--- src/design/obnf_pkg.sv ---
// shared constants, types and helpers of the online box nms filter
package obnf_pkg;

    localparam int MAX_BOXES  = 32;
    localparam int COORD_BITS = 14;
    localparam int CNT_W      = $clog2(MAX_BOXES + 1);
    localparam int IMG_W      = 13;
    localparam int SCORE_W    = 16;
    localparam int PAD_W      = 8;
    localparam int LIMIT_W    = 26;
    localparam int CFG_W      = 26;
    localparam int CFG_IDX_W  = 3;
    localparam int PROD_IN_W  = SCORE_W + IMG_W;
    localparam int DEC_W      = 18;
    localparam int SPAN_W     = COORD_BITS + 2;
    localparam int INTER_W    = 2 * (COORD_BITS + 1);
    localparam int AREA_W     = 2 * COORD_BITS;
    localparam int UNI_W      = INTER_W + 2;
    localparam int PROD_W     = SCORE_W + UNI_W - 1;

    localparam logic [CFG_IDX_W-1:0] REG_BOX_FORMAT   = 3'd0;
    localparam logic [CFG_IDX_W-1:0] REG_IMAGE_WIDTH  = 3'd1;
    localparam logic [CFG_IDX_W-1:0] REG_IMAGE_HEIGHT = 3'd2;
    localparam logic [CFG_IDX_W-1:0] REG_SCORE_THR    = 3'd3;
    localparam logic [CFG_IDX_W-1:0] REG_OVERLAP_THR  = 3'd4;
    localparam logic [CFG_IDX_W-1:0] REG_AREA_LIMIT   = 3'd5;
    localparam logic [CFG_IDX_W-1:0] REG_PAD_PIXELS   = 3'd6;

    localparam logic FMT_CENTER = 1'b0;
    localparam logic FMT_CORNER = 1'b1;
    localparam logic FUNC_DET   = 1'b0;
    localparam logic FUNC_EOF   = 1'b1;

    typedef struct packed {
        logic signed [COORD_BITS-1:0] left;
        logic signed [COORD_BITS-1:0] top;
        logic signed [COORD_BITS-1:0] width;
        logic signed [COORD_BITS-1:0] height;
        logic [SCORE_W-1:0]           score;
    } t_entry;

    typedef struct packed {
        logic shift;
        logic load;
    } t_cell_ctl;

    typedef enum logic [2:0] {
        S_IDLE,
        S_DEC,
        S_SCAN,
        S_COMMIT,
        S_EMIT
    } t_state;

    function automatic logic signed [COORD_BITS-1:0] sat_coord(input logic signed [DEC_W-1:0] v);
        logic signed [DEC_W-1:0] hi;
        logic signed [DEC_W-1:0] lo;
        logic signed [DEC_W-1:0] r;
        hi = (DEC_W'(1) <<< (COORD_BITS - 1)) - DEC_W'(1);
        lo = -(DEC_W'(1) <<< (COORD_BITS - 1));
        if (v > hi) begin
            r = hi;
        end else if (v < lo) begin
            r = lo;
        end else begin
            r = v;
        end
        return r[COORD_BITS-1:0];
    endfunction

endpackage

--- src/design/obnf_cell.sv ---
// one storage cell of the kept box chain
module obnf_cell (
    input  logic               i_clk,
    input  obnf_pkg::t_cell_ctl i_ctl,
    input  obnf_pkg::t_entry   i_next,
    input  obnf_pkg::t_entry   i_push,
    output obnf_pkg::t_entry   o_entry
);
    import obnf_pkg::*;

    t_entry r_entry;

    always_ff @(posedge i_clk) begin
        if (i_ctl.load) begin
            r_entry <= i_push;
        end else if (i_ctl.shift) begin
            r_entry <= i_next;
        end
    end

    assign o_entry = r_entry;
endmodule

--- config.mk ---
export PLATFORM = sky130hd
export DESIGN_NAME = obnf_cell
export DESIGN_NICKNAME = d
export VERILOG_FILES = /design/src/design/obnf_pkg.sv /design/src/design/obnf_cell.sv
export SDC_FILE = /design/constraint.sdc
export NUM_CORES = 1
export LEC_CHECK = 0
export ABC_AREA = 1
export BUFFER_PORTS_ARGS = -buffer_cell sky130_fd_sc_hd__buf_2
export CAP_MARGIN = 20
export CORE_MARGIN = 1
export CORE_UTILIZATION = 30
export CTS_CLUSTER_DIAMETER = 80
export DETAILED_ROUTE_END_ITERATION = 16
export SYNTH_ARGS = -nofsm -noshare
export SYNTH_HDL_FRONTEND = slang
export SYNTH_SLANG_ARGS = --single-unit
--- constraint.sdc ---
create_clock -name i_clk -period 3.1 [get_ports i_clk]
set_input_delay 0.465 -clock i_clk [delete_from_list [all_inputs] [get_ports i_clk]]
set_output_delay 0.465 -clock i_clk [all_outputs]
set_load 0.01 [all_outputs]
==> reports/qor.csv <==
stage;metric;value;unit
detailed_routing;Top Metal Used;met4;
critical_path;critical-path cell list;buf_2 > or2_4;
detailed_routing;average via count per standard cell;4.27;
yosys;Synth Cell Area;0.00313;mm^2
run;number of max-cap violations;0;
final_layout;number of flip-flops in the largest register;72;
pwr;Psw;580;uW
detailed_routing;drt first pass iters;4;
place;DP HPWL;5.63;mm
pwr;Internal;1810;uW
yosys;synth warn;0;
pwr;Leakage;0.00236;uW
global_routing;Tot GR Track Use;15.0;%
final_layout;fill count;1007;
detailed_routing;via count;2811;
sta;RSZ-0062 raised after global routing;false;
final_layout;Final nets;668;
critical_path;CP max-delay cell;or2_4;
sta;Tcrit/Tclk final;49.4;%
yosys;Synth top area share;69.1;%
sta;TNS Setup;0;ns
yosys;Synth area leaders;edfxtp_1, nand2_1, clkbuf_8;
die;Initial Util;31.4;%
die;row count;36;
yosys;Post-Syn Nets;452;
sta;actual slew at the worst max-slew pin;0.969;ns
detailed_routing;met2 WL;3.85;mm
pwr;Sw Share;24.3;%
final_layout;area of the multi-input gates;820;um^2
clock_network;CTS tree;done;
yosys;Netlist cell types;6;
sta;max frequency;653;MHz
critical_path;crit-path leading delay family;simple AND/OR/NAND/NOR gates;
detailed_routing;met3 WL;647;um
final_layout;# diodes;0;
hold_path;Tightest Hold Check Type;in2reg;
sta;final setup vio count;0;
yosys;Yosys reg bits;72;
clock_network;H-tree lvl count;3;
final_layout;Reg area;0.00216;mm^2
global_routing;initial antenna violation count;0;
detailed_routing;WL per Instance;12.0;um
critical_path;data required time at the worst endpoint;3.06;ns
sta;Worst slew margin;35.4;%
die;placeable core region;0.00995;mm^2
yosys;Seq/Total Area, Yosys;69.1;%
place;Setup WS pre-CTS;1.18;ns
sta;fin crit period;1.53;ns
clock_network;CTS max path bufs;2;
global_routing;vias in the first global route;2755;
final_layout;Layout area overhead;43.2;%
hold_path;hold path depth;3;
critical_path;number of buffer and inverter stages on the critical path;1;
detailed_routing;Final ANT Viol Nets;0;
die;Ports;219;
die;die area;0.0108;mm^2
sta;Final Max Slew Viols;0;
critical_path;crit start category;input port;
global_routing;global-route wire length before repair;12.7;mm
yosys;Cells after Synth;305;
pwr;PD cells;533;mW/mm^2
place;# port buffers;218;
clock_network;Root Buffer;clkbuf_8;
yosys;Mapped Avg Cell Area;10.3;um^2
critical_path;CP max FO;72;
final_layout;fin cells;659;
clock_network;post_cts resized;0;
global_routing;largest net degree at the start of global routing;73;
sta;endpoints failing hold;0;
critical_path;crit path DAT;1.49;ns
clock_network;# Post-CTS Setup Buffers;0;
critical_path;critical path class;in2reg;
detailed_routing;DRT iter0 DRCs;113;
detailed_routing;Post-Route M1 WL;3.23;mm
die;Die Y;104;um
pwr;VDD IR max;177;uV
place;Placed Instances;642;
critical_path;Critical Path Sink Type;flip-flop;
critical_path;CP max stage delay;0.79;ns
detailed_routing;final WL;7.90;mm
yosys;Yosys top cell by area;edfxtp_1;
detailed_routing;# DRC;0;
clock_network;clock sink total;72;
clock_network;CTS clk-pin slew, worst paths;0.08;ns
clock_network;CTS Hold Buffers Added;0;
clock_network;cts bufs inserted;9;
global_routing;grt total ovfl;0;
final_layout;utilization after layout;45.0;%
die;Die W;104;um
pwr;Reg power frac;51.1;%
status;outcome;finished, final reports clean;
place;GPL Wtd Cong;0.752;
pwr;clock power share;33.0;%
pwr;Comb pwr share;15.9;%
critical_path;cell depth of the worst setup path;2;
sta;Setup WS post-layout;1.57;ns
pwr;Pwr Total;2390;uW
final_layout;layout cell share with drive strength beyond 1;44.7;%
## kinds of logic after synthesis
group	share of synthesized area [%]
flip-flops	69.1
buffers and inverters	4.76
AND/OR/NAND/NOR	26.1
## routing by layer
layer,global-route usage (%),vias to the layer above
met2,25.4,142
met3,4.51,17
met4,7.35,0
met5,0,-
li1,-,1409
met1,17.1,1243
## layout by cell type (no fill, tap or decap)
| cell | n |
|---|---|
| nand2_1 | 216 |
| bufinv_16 | 2 |
| clkbuf_8 | 9 |
| buf_2 | 218 |
| or2_4 | 1 |
| clkinv_1 | 3 |
| edfxtp_1 | 72 |
| clkinvlp_4 | 2 |
| buf_4 | 1 |
| inv_2 | 1 |
| buf_12 | 1 |
## metrics by stage
stage	hold slack, ns	instance area, um^2
finish	0.385	4480
floorplan	0.644	3130
detailed placement	0.733	4250
global placement	0.732	4250
global route	0.377	4480
CTS	0.366	4460
## cells in the mapped netlist
cell type and number:
nand2_1 216, inv_2 1, edfxtp_1 72, clkbuf_8 8, or2_2 1, buf_2 7
## power by group through the flow
stage	logic, uW	clock network (uW)	registers, uW
after global routing	422	848	1230
final	380	789	1220
after global placement	380	0	1240
after floorplan	110	0	1310
after CTS	384	812	1220
after detailed placement	385	0	1240
## worst paths after layout
check       start          end  slack [ns]
min    i_next[57]  o_entry[57]        0.38
max      i_ctl[0]  o_entry[38]        1.57
## cell type report
type	instances	share of cell area (%)
Sequential cell	72	48.3
Timing Repair Buffer	220	25.0
Multi-Input combinational cell	217	18.3
Tap cell	133	3.71
Clock buffer	9	2.76
Clock inverter	7	1.93
Inverter	1	0.0838
Note: power is estimated with default switching activity, not from simulation.
