===== config.mk =====
export PLATFORM = sky130hd
export DESIGN_NAME = obnf_iou
export DESIGN_NICKNAME = d
export VERILOG_FILES = /design/src/design/obnf_pkg.sv /design/src/design/obnf_iou.sv
export SDC_FILE = /design/constraint.sdc
export NUM_CORES = 2
export LEC_CHECK = 0
export BUFFER_PORTS_ARGS = -buffer_cell sky130_fd_sc_hd__buf_2
export CORE_MARGIN = 8
export CORE_UTILIZATION = 54
export DETAILED_ROUTE_END_ITERATION = 10
export PLACE_DENSITY = 0.76
export SYNTH_ARGS = -nofsm -noshare
export SYNTH_HDL_FRONTEND = slang
export SYNTH_SLANG_ARGS = --single-unit
export TNS_END_PERCENT = 5

===== constraint.sdc =====
create_clock -name i_clk -period 18.48 [get_ports i_clk]
set_input_delay 0 -clock i_clk [delete_from_list [all_inputs] [get_ports i_clk]]
set_output_delay 0 -clock i_clk [all_outputs]
set_load 0.1 [all_outputs]

===== src/design/obnf_pkg.sv =====
// shared constants, types and helpers of the online box nms filter
package obnf_pkg;

    localparam int MAX_BOXES  = 32;
    localparam int COORD_BITS = 14;
    localparam int CNT_W      = $clog2(MAX_BOXES + 1);
    localparam int IMG_W      = 13;
    localparam int SCORE_W    = 16;
    localparam int PAD_W      = 8;
    localparam int LIMIT_W    = 26;
    localparam int CFG_W      = 26;
    localparam int CFG_IDX_W  = 3;
    localparam int PROD_IN_W  = SCORE_W + IMG_W;
    localparam int DEC_W      = 18;
    localparam int SPAN_W     = COORD_BITS + 2;
    localparam int INTER_W    = 2 * (COORD_BITS + 1);
    localparam int AREA_W     = 2 * COORD_BITS;
    localparam int UNI_W      = INTER_W + 2;
    localparam int PROD_W     = SCORE_W + UNI_W - 1;

    localparam logic [CFG_IDX_W-1:0] REG_BOX_FORMAT   = 3'd0;
    localparam logic [CFG_IDX_W-1:0] REG_IMAGE_WIDTH  = 3'd1;
    localparam logic [CFG_IDX_W-1:0] REG_IMAGE_HEIGHT = 3'd2;
    localparam logic [CFG_IDX_W-1:0] REG_SCORE_THR    = 3'd3;
    localparam logic [CFG_IDX_W-1:0] REG_OVERLAP_THR  = 3'd4;
    localparam logic [CFG_IDX_W-1:0] REG_AREA_LIMIT   = 3'd5;
    localparam logic [CFG_IDX_W-1:0] REG_PAD_PIXELS   = 3'd6;

    localparam logic FMT_CENTER = 1'b0;
    localparam logic FMT_CORNER = 1'b1;
    localparam logic FUNC_DET   = 1'b0;
    localparam logic FUNC_EOF   = 1'b1;

    typedef struct packed {
        logic signed [COORD_BITS-1:0] left;
        logic signed [COORD_BITS-1:0] top;
        logic signed [COORD_BITS-1:0] width;
        logic signed [COORD_BITS-1:0] height;
        logic [SCORE_W-1:0]           score;
    } t_entry;

    typedef struct packed {
        logic shift;
        logic load;
    } t_cell_ctl;

    typedef enum logic [2:0] {
        S_IDLE,
        S_DEC,
        S_SCAN,
        S_COMMIT,
        S_EMIT
    } t_state;

    function automatic logic signed [COORD_BITS-1:0] sat_coord(input logic signed [DEC_W-1:0] v);
        logic signed [DEC_W-1:0] hi;
        logic signed [DEC_W-1:0] lo;
        logic signed [DEC_W-1:0] r;
        hi = (DEC_W'(1) <<< (COORD_BITS - 1)) - DEC_W'(1);
        lo = -(DEC_W'(1) <<< (COORD_BITS - 1));
        if (v > hi) begin
            r = hi;
        end else if (v < lo) begin
            r = lo;
        end else begin
            r = v;
        end
        return r[COORD_BITS-1:0];
    endfunction

endpackage


===== src/design/obnf_iou.sv =====
// pipelined overlap test of one kept box against the new box
module obnf_iou (
    input  logic                          i_clk,
    input  logic                          i_rst_n,
    input  logic                          i_valid,
    input  obnf_pkg::t_entry              i_entry,
    input  obnf_pkg::t_entry              i_new,
    input  logic signed [obnf_pkg::AREA_W-1:0] i_new_area,
    input  logic [obnf_pkg::SCORE_W-1:0]  i_thr,
    output logic                          o_valid,
    output logic                          o_keep,
    output logic                          o_block,
    output obnf_pkg::t_entry              o_entry,
    output logic                          o_busy
);
    import obnf_pkg::*;

    logic                     r_v1, r_v2, r_v3, r_v4;
    t_entry                   r_e1, r_e2, r_e3, r_e4;
    logic                     r_d1, r_d2, r_d3;
    logic signed [SPAN_W-1:0] r_dx, r_dy;
    logic [INTER_W-1:0]       r_inter2, r_inter3;
    logic signed [AREA_W-1:0] r_ae;
    logic signed [UNI_W-1:0]  r_uni;
    logic                     r_keep, r_block;

    logic signed [COORD_BITS:0]   ex2, nx2, ey2, ny2, x2, y2;
    logic signed [COORD_BITS-1:0] x1, y1;
    logic signed [SPAN_W-1:0]     dx, dy;
    logic signed [UNI_W-1:0]      uni;
    logic [PROD_W-1:0]            rhs, lhs;
    logic                         conflict, lower;

    always_comb begin
        ex2 = {i_entry.left[COORD_BITS-1], i_entry.left} +
              {i_entry.width[COORD_BITS-1], i_entry.width};
        nx2 = {i_new.left[COORD_BITS-1], i_new.left} +
              {i_new.width[COORD_BITS-1], i_new.width};
        ey2 = {i_entry.top[COORD_BITS-1], i_entry.top} +
              {i_entry.height[COORD_BITS-1], i_entry.height};
        ny2 = {i_new.top[COORD_BITS-1], i_new.top} +
              {i_new.height[COORD_BITS-1], i_new.height};
        x1  = (i_entry.left > i_new.left) ? i_entry.left : i_new.left;
        y1  = (i_entry.top > i_new.top) ? i_entry.top : i_new.top;
        x2  = (ex2 < nx2) ? ex2 : nx2;
        y2  = (ey2 < ny2) ? ey2 : ny2;
        dx  = {x2[COORD_BITS], x2} - {{2{x1[COORD_BITS-1]}}, x1};
        dy  = {y2[COORD_BITS], y2} - {{2{y1[COORD_BITS-1]}}, y1};
        uni = {{(UNI_W-AREA_W){r_ae[AREA_W-1]}}, r_ae} +
              {{(UNI_W-AREA_W){i_new_area[AREA_W-1]}}, i_new_area} -
              {2'b00, r_inter2};
    end

    always_comb begin
        rhs      = i_thr * r_uni[UNI_W-2:0];
        lhs      = {1'b0, r_inter3, 16'd0};
        conflict = !r_d3 && !r_uni[UNI_W-1] && r_uni != '0 && lhs > rhs;
        lower    = r_e3.score < i_new.score;
    end

    always_ff @(posedge i_clk) begin
        if (!i_rst_n) begin
            r_v1 <= 1'b0;
            r_v2 <= 1'b0;
            r_v3 <= 1'b0;
            r_v4 <= 1'b0;
        end else begin
            r_v1 <= i_valid;
            r_v2 <= r_v1;
            r_v3 <= r_v2;
            r_v4 <= r_v3;
        end
        r_e1     <= i_entry;
        r_dx     <= dx;
        r_dy     <= dy;
        r_d1     <= dx[SPAN_W-1] | dy[SPAN_W-1];
        r_e2     <= r_e1;
        r_d2     <= r_d1;
        r_inter2 <= r_dx[COORD_BITS:0] * r_dy[COORD_BITS:0];
        r_ae     <= r_e1.width * r_e1.height;
        r_e3     <= r_e2;
        r_d3     <= r_d2;
        r_inter3 <= r_inter2;
        r_uni    <= uni;
        r_e4     <= r_e3;
        r_keep   <= !(conflict && lower);
        r_block  <= conflict && !lower;
    end

    assign o_valid = r_v4;
    assign o_keep  = r_keep;
    assign o_block = r_block;
    assign o_entry = r_e4;
    assign o_busy  = r_v1 | r_v2 | r_v3 | r_v4;
endmodule


==> metrics.txt <==
slew margin rel.=38.02%; Clock transition at path regs=0.06 ns; Post-synth top cells=1,062 x inv_1, 803 x fa_1, 620 x nand2_1, 500 x ha_1, 447 x dfxtp_1; sequential share of the synthesized area=18.44%; largest net degree at the start of global routing=32; final worst path period share=approximately half; Initial Util=54.15%; GR Overflow Total=0; crit-path max FO=17; Chip Width=315.7 µm; ys flop type=dfxtp_1; port bufs=roughly 270; Worst EP arrival=9.48 ns; Die Height=between 300 and 400 µm; hold_buf cts=84; CTS tree=yes; CTS buffer count=48; Fin. Hold Viols=0; Syn-to-layout area delta=9.870%; H-tree Lvls=2; ratio of cells with drive above 1 in the final layout=7.375%; Final ANT Viol Nets=0; Final setup viols=0; Layout Skew=about 0.047 ns; Hold EP=r_e1[14]; WL final=122,000 µm; worst r2r src=r_uni[14]; Synth Register Bits=447; die area=roughly 0.1 mm²; CTS Root Buffer Type=clkbuf_16; Max-cap violations=0; clock sinks=approximately 450; initial antenna violation count=4; sequential cell area=0.008949 mm²; post-CTS setup buffers=0; Pins Over Slew Limit=0; synthesis warning total=0; Vias/cell=5.342; multi-input logic area=0.03495 mm²; Synth cell types=80; RePlAce Congestion=0.9208; setup tns final=0 ns; first-pass GRT wire length=roughly 200,000 µm; status=complete, no violations; Ports=267; Final HPWL DP=97,740 µm; Worst Tran Pin Value=0.9263 ns; drt pass-1 iters=8; Worst R2R End=o_keep; Cell Area, Synth=0.04852 mm²; average size of a mapped cell=approximately 9.4 µm²; Critical Setup Path Class=reg2reg; Final nets=6,895; Highest Clock Rate=around 110 MHz; RSZ-0062 raised after global routing=no; Rows=110; Synth area leaders=fa_1 33%, dfxtp_1 18%, ha_1 13%, inv_1 8.2%, and2_1 4.9%; Post-synth EDFFs=0; hold path start=i_entry[14]; Worst path slowest cell=dfxtp_1; clk_lat worst skew=0.64 ns; fillers=between 7,000 and 8,000; post-cts resize count=0; Tot GR Track Use=25.06%; crit end category=register; reg2reg path depth=33; crit path launch=r_uni[14]; critical path required time=18.92 ns; area share of the largest cell type after synthesis=about a third; Synth async-reset ratio=0%; Hold Path Class=in2reg; CP peak stage delay=0.76 ns; hold path cells=2; most common cell in the netlist=inv_1; drt first-iter violations=2,411; WL/cell=18.45 µm; Mapped Nets=6,656; r2r setup slk=9.44 ns; clk buf depth=3; core area=0.08960 mm²; number of global-route vias before repair=38,700; CP dominant cell by count=fa_1; Vias=35,340; startpoint types=register; Final min period=9.041 ns; Synth Instances=about 5,200; # DRC=0; largest area contributor in the netlist=fa_1
## through the flow
stage / util, % / cell area (µm²) / setup WS [ns] / cells / hold WS, ns
after global placement: 56.66 / 50770 / 9.698 / 6443 / 0.1035
after global routing: 59.49 / 53300 / 8.685 / 6613 / 0.01362
after detailed placement: 56.66 / 50770 / 9.579 / 6443 / 0.1040
after CTS: 59.49 / 53300 / 9.463 / 6613 / 0.002962
after floorplan: - / 48520 / 10.49 / 5162 / 0.02772
final: 59.49 / 53300 / 9.439 / 6615 / 0.02744
## critical path: cells and delay by family, from the launching register on
| family | cells | cell delay (ns) |
|---|---|---|
| DFF | 1 | 0.76 |
| AOI/OAI and AO/OA | 9 | 2.11 |
| and+or+nand+nor | 10 | 1.72 |
| adders and majority gates | 8 | 3.91 |
| buffers and inverters | 5 | 0.28 |
| xor gates and xnor gates | 1 | 0.13 |
## how the worst max path moves through the flow
| stage | end | slack (ns) | cells after the start |
|---|---|---|---|
| finish | o_keep | 9.44 | 33 |
| global route | o_keep | 8.68 | 33 |
| CTS | o_keep | 9.46 | 33 |
| detailed placement | o_keep | 9.58 | 34 |
| global placement | o_keep | 9.70 | 34 |
| floorplan | o_block | 10.49 | 36 |
## routing by layer
metal | vias up | track usage (%) | wire, µm
li1 | 16370 | - | -
met1 | 17350 | 30.85 | 48920
met2 | 1310 | 43.67 | 59640
met3 | 301 | 4.541 | 8576
met4 | 6 | 9.642 | 4876
met5 | - | 0 | 34
## final cells by class
type                            count  share of cell area, %
Antenna cell                        2               0.009389
Clock buffer                       60                  2.469
Clock inverter                     26                 0.7065
Inverter                         1062                  7.478
Multi-Input combinational cell   3482                  65.57
Sequential cell                   447                  16.79
Tap cell                         1176                  2.760
Timing Repair Buffer              360                  4.216
## layout by cell type, fill, tap and decap left out, types with 17 or more instances in the layout
master         count
a21o_1            82
a21oi_1          167
and2_1           377
and3_1            17
buf_2            266
clkbuf_16         48
dfxtp_1          447
dlygate4sd3_1     84
fa_1             803
ha_1             500
inv_1           1062
mux2i_1           35
nand2_1          620
nand2b_1          54
nand3_1           49
nand4_1           24
nor2_1           132
nor2b_1           27
nor3_1            37
o211ai_1          20
o21a_1            26
o21ai_0           81
o21ai_1           19
o21bai_1          33
xnor2_1          139
xor2_1            50
## registers in the layout, summed over array words and instances, names as in the netlist, 28 cells and up
register  count
r_inter2     30
r_uni        32
r_inter3     30
r_e1         72
r_e2         72
r_ae         28
o_entry      72
r_e3         72
## logic make-up after synthesis
| family | synth area share, % |
|---|---|
| AO/OA/AOI/OAI | 7.649 |
| XOR/XNOR | 3.412 |
| adder cells (fa/ha/maj) | 46.03 |
| buffers and inverters | 9.550 |
| flip-flops | 18.44 |
| multiplexers | 1.024 |
| AND/OR/NAND/NOR | 13.89 |
Power is left out: the tool's default activity adds up to more than one toggle a clock period on the data nets, which glitch-free logic cannot reach.
