[src/design/obnf_pkg.sv]
// shared constants, types and helpers of the online box nms filter
package obnf_pkg;

    localparam int MAX_BOXES  = 32;
    localparam int COORD_BITS = 14;
    localparam int CNT_W      = $clog2(MAX_BOXES + 1);
    localparam int IMG_W      = 13;
    localparam int SCORE_W    = 16;
    localparam int PAD_W      = 8;
    localparam int LIMIT_W    = 26;
    localparam int CFG_W      = 26;
    localparam int CFG_IDX_W  = 3;
    localparam int PROD_IN_W  = SCORE_W + IMG_W;
    localparam int DEC_W      = 18;
    localparam int SPAN_W     = COORD_BITS + 2;
    localparam int INTER_W    = 2 * (COORD_BITS + 1);
    localparam int AREA_W     = 2 * COORD_BITS;
    localparam int UNI_W      = INTER_W + 2;
    localparam int PROD_W     = SCORE_W + UNI_W - 1;

    localparam logic [CFG_IDX_W-1:0] REG_BOX_FORMAT   = 3'd0;
    localparam logic [CFG_IDX_W-1:0] REG_IMAGE_WIDTH  = 3'd1;
    localparam logic [CFG_IDX_W-1:0] REG_IMAGE_HEIGHT = 3'd2;
    localparam logic [CFG_IDX_W-1:0] REG_SCORE_THR    = 3'd3;
    localparam logic [CFG_IDX_W-1:0] REG_OVERLAP_THR  = 3'd4;
    localparam logic [CFG_IDX_W-1:0] REG_AREA_LIMIT   = 3'd5;
    localparam logic [CFG_IDX_W-1:0] REG_PAD_PIXELS   = 3'd6;

    localparam logic FMT_CENTER = 1'b0;
    localparam logic FMT_CORNER = 1'b1;
    localparam logic FUNC_DET   = 1'b0;
    localparam logic FUNC_EOF   = 1'b1;

    typedef struct packed {
        logic signed [COORD_BITS-1:0] left;
        logic signed [COORD_BITS-1:0] top;
        logic signed [COORD_BITS-1:0] width;
        logic signed [COORD_BITS-1:0] height;
        logic [SCORE_W-1:0]           score;
    } t_entry;

    typedef struct packed {
        logic shift;
        logic load;
    } t_cell_ctl;

    typedef enum logic [2:0] {
        S_IDLE,
        S_DEC,
        S_SCAN,
        S_COMMIT,
        S_EMIT
    } t_state;

    function automatic logic signed [COORD_BITS-1:0] sat_coord(input logic signed [DEC_W-1:0] v);
        logic signed [DEC_W-1:0] hi;
        logic signed [DEC_W-1:0] lo;
        logic signed [DEC_W-1:0] r;
        hi = (DEC_W'(1) <<< (COORD_BITS - 1)) - DEC_W'(1);
        lo = -(DEC_W'(1) <<< (COORD_BITS - 1));
        if (v > hi) begin
            r = hi;
        end else if (v < lo) begin
            r = lo;
        end else begin
            r = v;
        end
        return r[COORD_BITS-1:0];
    endfunction

endpackage

[src/design/obnf_decode.sv]
// scaling, box decode, saturation and area check of a detection
module obnf_decode (
    input  logic                          i_clk,
    input  logic                          i_rst_n,
    input  logic                          i_valid,
    input  logic [obnf_pkg::SCORE_W-1:0]  i_score,
    input  logic [15:0]                   i_coord_a,
    input  logic [15:0]                   i_coord_b,
    input  logic [15:0]                   i_coord_c,
    input  logic [15:0]                   i_coord_d,
    input  logic                          i_fmt,
    input  logic [obnf_pkg::IMG_W-1:0]    i_img_w,
    input  logic [obnf_pkg::IMG_W-1:0]    i_img_h,
    input  logic [obnf_pkg::PAD_W-1:0]    i_pad,
    input  logic [obnf_pkg::LIMIT_W-1:0]  i_limit,
    output logic                          o_valid,
    output obnf_pkg::t_entry              o_box,
    output logic signed [obnf_pkg::AREA_W-1:0] o_area,
    output logic                          o_add
);
    import obnf_pkg::*;

    logic                  r_v1, r_v2, r_v3;
    logic [PROD_IN_W-1:0]  r_pa, r_pb, r_pc, r_pd;
    logic [SCORE_W-1:0]    r_s1;
    t_entry                r_box2, r_box3;
    logic signed [AREA_W-1:0] r_area;

    logic signed [DEC_W-1:0] va, vb, vc, vd, half, padx;
    logic signed [DEC_W-1:0] bw, bh, x0, y0, dl, dt, dw, dh;
    logic signed [31:0]      area_ext;

    always_comb begin
        va   = DEC_W'(r_pa[PROD_IN_W-1:16]);
        vb   = DEC_W'(r_pb[PROD_IN_W-1:16]);
        vc   = DEC_W'(r_pc[PROD_IN_W-1:16]);
        vd   = DEC_W'(r_pd[PROD_IN_W-1:16]);
        padx = DEC_W'(i_pad);
        half = DEC_W'(i_pad[PAD_W-1:1]);
        bw   = vc + padx;
        bh   = vd + padx;
        x0   = va - half;
        y0   = vb - half;
        if (i_fmt == FMT_CENTER) begin
            dl = va - (bw >>> 1);
            dt = vb - (bh >>> 1);
            dw = bw;
            dh = bh;
        end else begin
            dl = x0;
            dt = y0;
            dw = (vc + half) - x0;
            dh = (vd + half) - y0;
        end
    end

    always_ff @(posedge i_clk) begin
        if (!i_rst_n) begin
            r_v1 <= 1'b0;
            r_v2 <= 1'b0;
            r_v3 <= 1'b0;
        end else begin
            r_v1 <= i_valid;
            r_v2 <= r_v1;
            r_v3 <= r_v2;
        end
        r_pa          <= i_coord_a * i_img_w;
        r_pb          <= i_coord_b * i_img_h;
        r_pc          <= i_coord_c * i_img_w;
        r_pd          <= i_coord_d * i_img_h;
        r_s1          <= i_score;
        r_box2.left   <= sat_coord(dl);
        r_box2.top    <= sat_coord(dt);
        r_box2.width  <= sat_coord(dw);
        r_box2.height <= sat_coord(dh);
        r_box2.score  <= r_s1;
        r_box3        <= r_box2;
        r_area        <= r_box2.width * r_box2.height;
    end

    assign area_ext = 32'(r_area);
    assign o_valid  = r_v3;
    assign o_box    = r_box3;
    assign o_area   = r_area;
    assign o_add    = !(i_fmt == FMT_CORNER && i_limit != '0 &&
                        area_ext > $signed({6'd0, i_limit}));
endmodule

[config.mk]
export PLATFORM = sky130hd
export DESIGN_NAME = obnf_decode
export DESIGN_NICKNAME = d
export VERILOG_FILES = /design/src/design/obnf_pkg.sv /design/src/design/obnf_decode.sv
export SDC_FILE = /design/constraint.sdc
export NUM_CORES = 2
export LEC_CHECK = 0
export BUFFER_PORTS_ARGS = -buffer_cell sky130_fd_sc_hd__clkbuf_2
export CAP_MARGIN = 30
export CORE_MARGIN = 8
export CORE_UTILIZATION = 37
export DETAILED_ROUTE_END_ITERATION = 12
export GPL_TIMING_DRIVEN = 0
export PLACE_DENSITY = 0.5
export SLEW_MARGIN = 20
export SYNTH_ARGS = -nofsm -noshare
export SYNTH_HDL_FRONTEND = slang
export SYNTH_SLANG_ARGS = --single-unit
[constraint.sdc]
create_clock -name i_clk -period 18.1 [get_ports i_clk]
set_clock_uncertainty 0.1 [all_clocks]
set_input_delay 0.905 -clock i_clk [delete_from_list [all_inputs] [get_ports i_clk]]
set_output_delay 0.905 -clock i_clk [all_outputs]
set_load 0.05 [all_outputs]
==> run_results.csv <==
group,metric,value,unit
logic_synthesis,synth_cell_types,78,
clock_tree,clock_path_buffers,3,
clock_tree,cts.clk_slew.worst_paths,70,ps
finish,drive_gt1_share,6.31,%
timing,drv_slew,0,
logic_synthesis,ys.warnings.count,0,
clock_tree,post-cts-setup-buffer-count,0,
logic_synthesis,ys.flop_type,"dfxtp_1",
floorplanning,core_area,116000,sq um
worst_setup_path,crit_path_end,"o_area[26]",
drt,vias,31900,
timing,period_share,38.8,%
logic_synthesis,ys_ff_latch,243,
drt,drc,0,
global_route,grt_pass1_wl,194,mm
global_route,grt_overflow,0,
floorplanning,fp.dieW,358,um
worst_setup_path,r2r-end,"o_area[26]",
logic_synthesis,async_flop_share,0,%
finish,area_growth,9.41,%
worst_setup_path,ff2ff_path_depth,19,
clock_tree,cts_hold_buf,0,
logic_synthesis,synth_cells,4851,
worst_setup_path,cp-end-kind,"flip-flop",
timing,setup-violations-final,0,
timing,setup_tns,0,ps
floorplanning,rows,125,
worst_setup_path,rrSetupSlack,11080,ps
timing,fmax,0.142,GHz
global_route,grt_max_degree,15,
worst_setup_path,cp-startpoint,"r_box2[43]",
clock_tree,cts.sinks,243,
clock_tree,numCtsBuffers,28,
global_route,grtUsageTotal,19.2,%
finish,finish.net_count,6561,
drt,drtAntennaViolNets,0,
global_route,grt_pass1_vias,34500,
worst_setup_path,required,18450,ps
run_status,run_status,"complete, no violations",
timing,slew_headroom,36.2,%
worst_setup_path,critical_path_class,"flip-flop to flip-flop",
logic_synthesis,synth_edf_count,0,
worst_hold_path,hold_path_class,"flip-flop to flip-flop",
clock_tree,ctsResizeCount,0,
placement,dp_hpwl,107,mm
clock_tree,clk_latency,570,ps
global_route,antenna_found_initial,14,
timing,hold_viol_final,0,
worst_setup_path,arrival,7370,ps
placement,io_buffers,244,
timing,fin_crit,7020,ps
drt,drt-initial-drc-count,1343,
floorplanning,num_io_pins,246,
logic_synthesis,syn_area,43400,sq um
clock_tree,htree_levels,1,
floorplanning,start_util,37.3,%
floorplanning,dieArea,128000,sq um
placement,gp_congestion,0.886,
floorplanning,die_h,358,um
finish,final_cell_mix,"inv_1, fa_1, nand2_1",
drt,firstDrtPassIters,5,
logic_synthesis,yosysSeqAreaShare,11.2,%
worst_setup_path,start_kind,"flip-flop",
clock_tree,root_buffer,"clkbuf_16",
finish,final_common_cell,"inv_1",
logic_synthesis,avgSynthCellArea,8.94,sq um
drt,routed_via_density,4.78,
worst_setup_path,r2r_start,"r_box2[43]",
logic_synthesis,synth_nets,6285,
drt,wirelength,122,mm
clock_tree,tritoncts,"built",
timing,worst_slew_pin_slew,956,ps
timing,rsz0062_at_grt,"no",
run,drv_cap,0,
drt,wl_per_cell,18.3,um
worst_setup_path,worst-path-max-fanout,10,
-- stage by stage --
stage | std cells | hold slack, ps | setup WS (ps) | cell area [sq um] | util (%)
6_report | 6677 | 224 | 11080 | 47500 | 40.8
5_1_grt | 6671 | 231 | 10810 | 47400 | 40.8
4_1_cts | 6671 | 225 | 11030 | 47400 | 40.8
3_5_place_dp | 6621 | 212 | 10700 | 46500 | 40.0
3_3_place_gp | 6619 | 210 | 10840 | 46500 | 40.0
2_1_floorplan | 4851 | 210 | 11960 | 43400 | -
-- final cells by class --
type,instances,area (sq um)
diodes,6,15.0
plain buffers,193,743
clock buffers,38,779
clock inverters,12,140
fillers,12000,68700
inverters,1039,3900
multi-input cells,3376,33900
flip-flops and latches,243,4860
well taps,1524,1910
repair buffers,246,1240
-- critical path, cell delays in order (launching register included) --
cell      delay, ps
dfxtp_1         630
clkbuf_1        480
nand2_1         250
fa_1            570
fa_1            740
inv_1           160
fa_1            480
fa_1            510
fa_1            490
inv_1            50
fa_1            490
inv_1            40
ha_1            340
a21o_1          180
a21o_1          170
or3_1           330
o211a_1         260
o41a_1          410
mux2i_1         160
nand2_1          60
-- cells by family after synthesis --
family	count (synthesis)	synth area share [%]
muxes	10	0.245
adders and majority gates	1290	51.4
DFF	243	11.2
xor gates and xnor gates	174	3.53
and+or+nand+nor	1460	16.2
buffers and inverters	1232	10.7
AOI/OAI and AO/OA	442	6.75
-- per-layer routing --
metal / track usage (%) / routed length, um / vias to the layer above
met5: 0 / 81 / -
met4: 3.18 / 2070 / 12
met3: 2.48 / 5840 / 119
met2: 32.4 / 56700 / 576
met1: 26.8 / 57700 / 15900
li1: - / - / 15300
-- flip-flops by register name (all words and copies together) (netlist names) --
signal	count
o_area	28
o_box	72
o_valid	1
r_box2	72
r_pa	13
r_pb	13
r_pc	13
r_pd	13
r_s1	16
r_v1	1
r_v2	1
-- worst min-delay path by stage --
stage	endpoint	depth (start not counted)	from	slack (ps)
final	r_box2[1]	0	r_s1[1]	220
after global routing	o_box[48]	0	r_box2[48]	230
after detailed placement	o_box[10]	0	r_box2[10]	210
after CTS	o_box[65]	0	r_box2[65]	230
after global placement	o_box[13]	0	r_box2[13]	210
after floorplan	o_box[0]	0	r_box2[0]	210
-- cells in the mapped netlist, types with 10 or more instances --
library cell | instances | area [sq um]
dfxtp_1 | 243 | 4860
a211o_1 | 11 | 96.3
nand3_1 | 39 | 195
clkbuf_1 | 183 | 687
nand2b_1 | 22 | 138
o21bai_1 | 17 | 128
and2_1 | 433 | 2710
inv_1 | 1039 | 3900
a21boi_0 | 10 | 75.1
nor3_1 | 44 | 220
xor2_1 | 50 | 438
nand2_1 | 675 | 2530
a21o_1 | 35 | 263
o22ai_1 | 14 | 87.6
ha_1 | 473 | 5920
nor2b_1 | 30 | 188
o21a_1 | 28 | 210
o211ai_1 | 13 | 97.6
xnor2_1 | 123 | 1080
and3_1 | 13 | 81.3
nand4_1 | 17 | 106
nor4_1 | 14 | 87.6
a211oi_1 | 29 | 218
o21ai_0 | 73 | 365
or3_1 | 17 | 106
fa_1 | 817 | 16400
nor2_1 | 134 | 503
a21oi_1 | 135 | 676
Power is left out: the tool's default activity adds up to more than one toggle a clock period on the data nets, which glitch-free logic cannot reach.
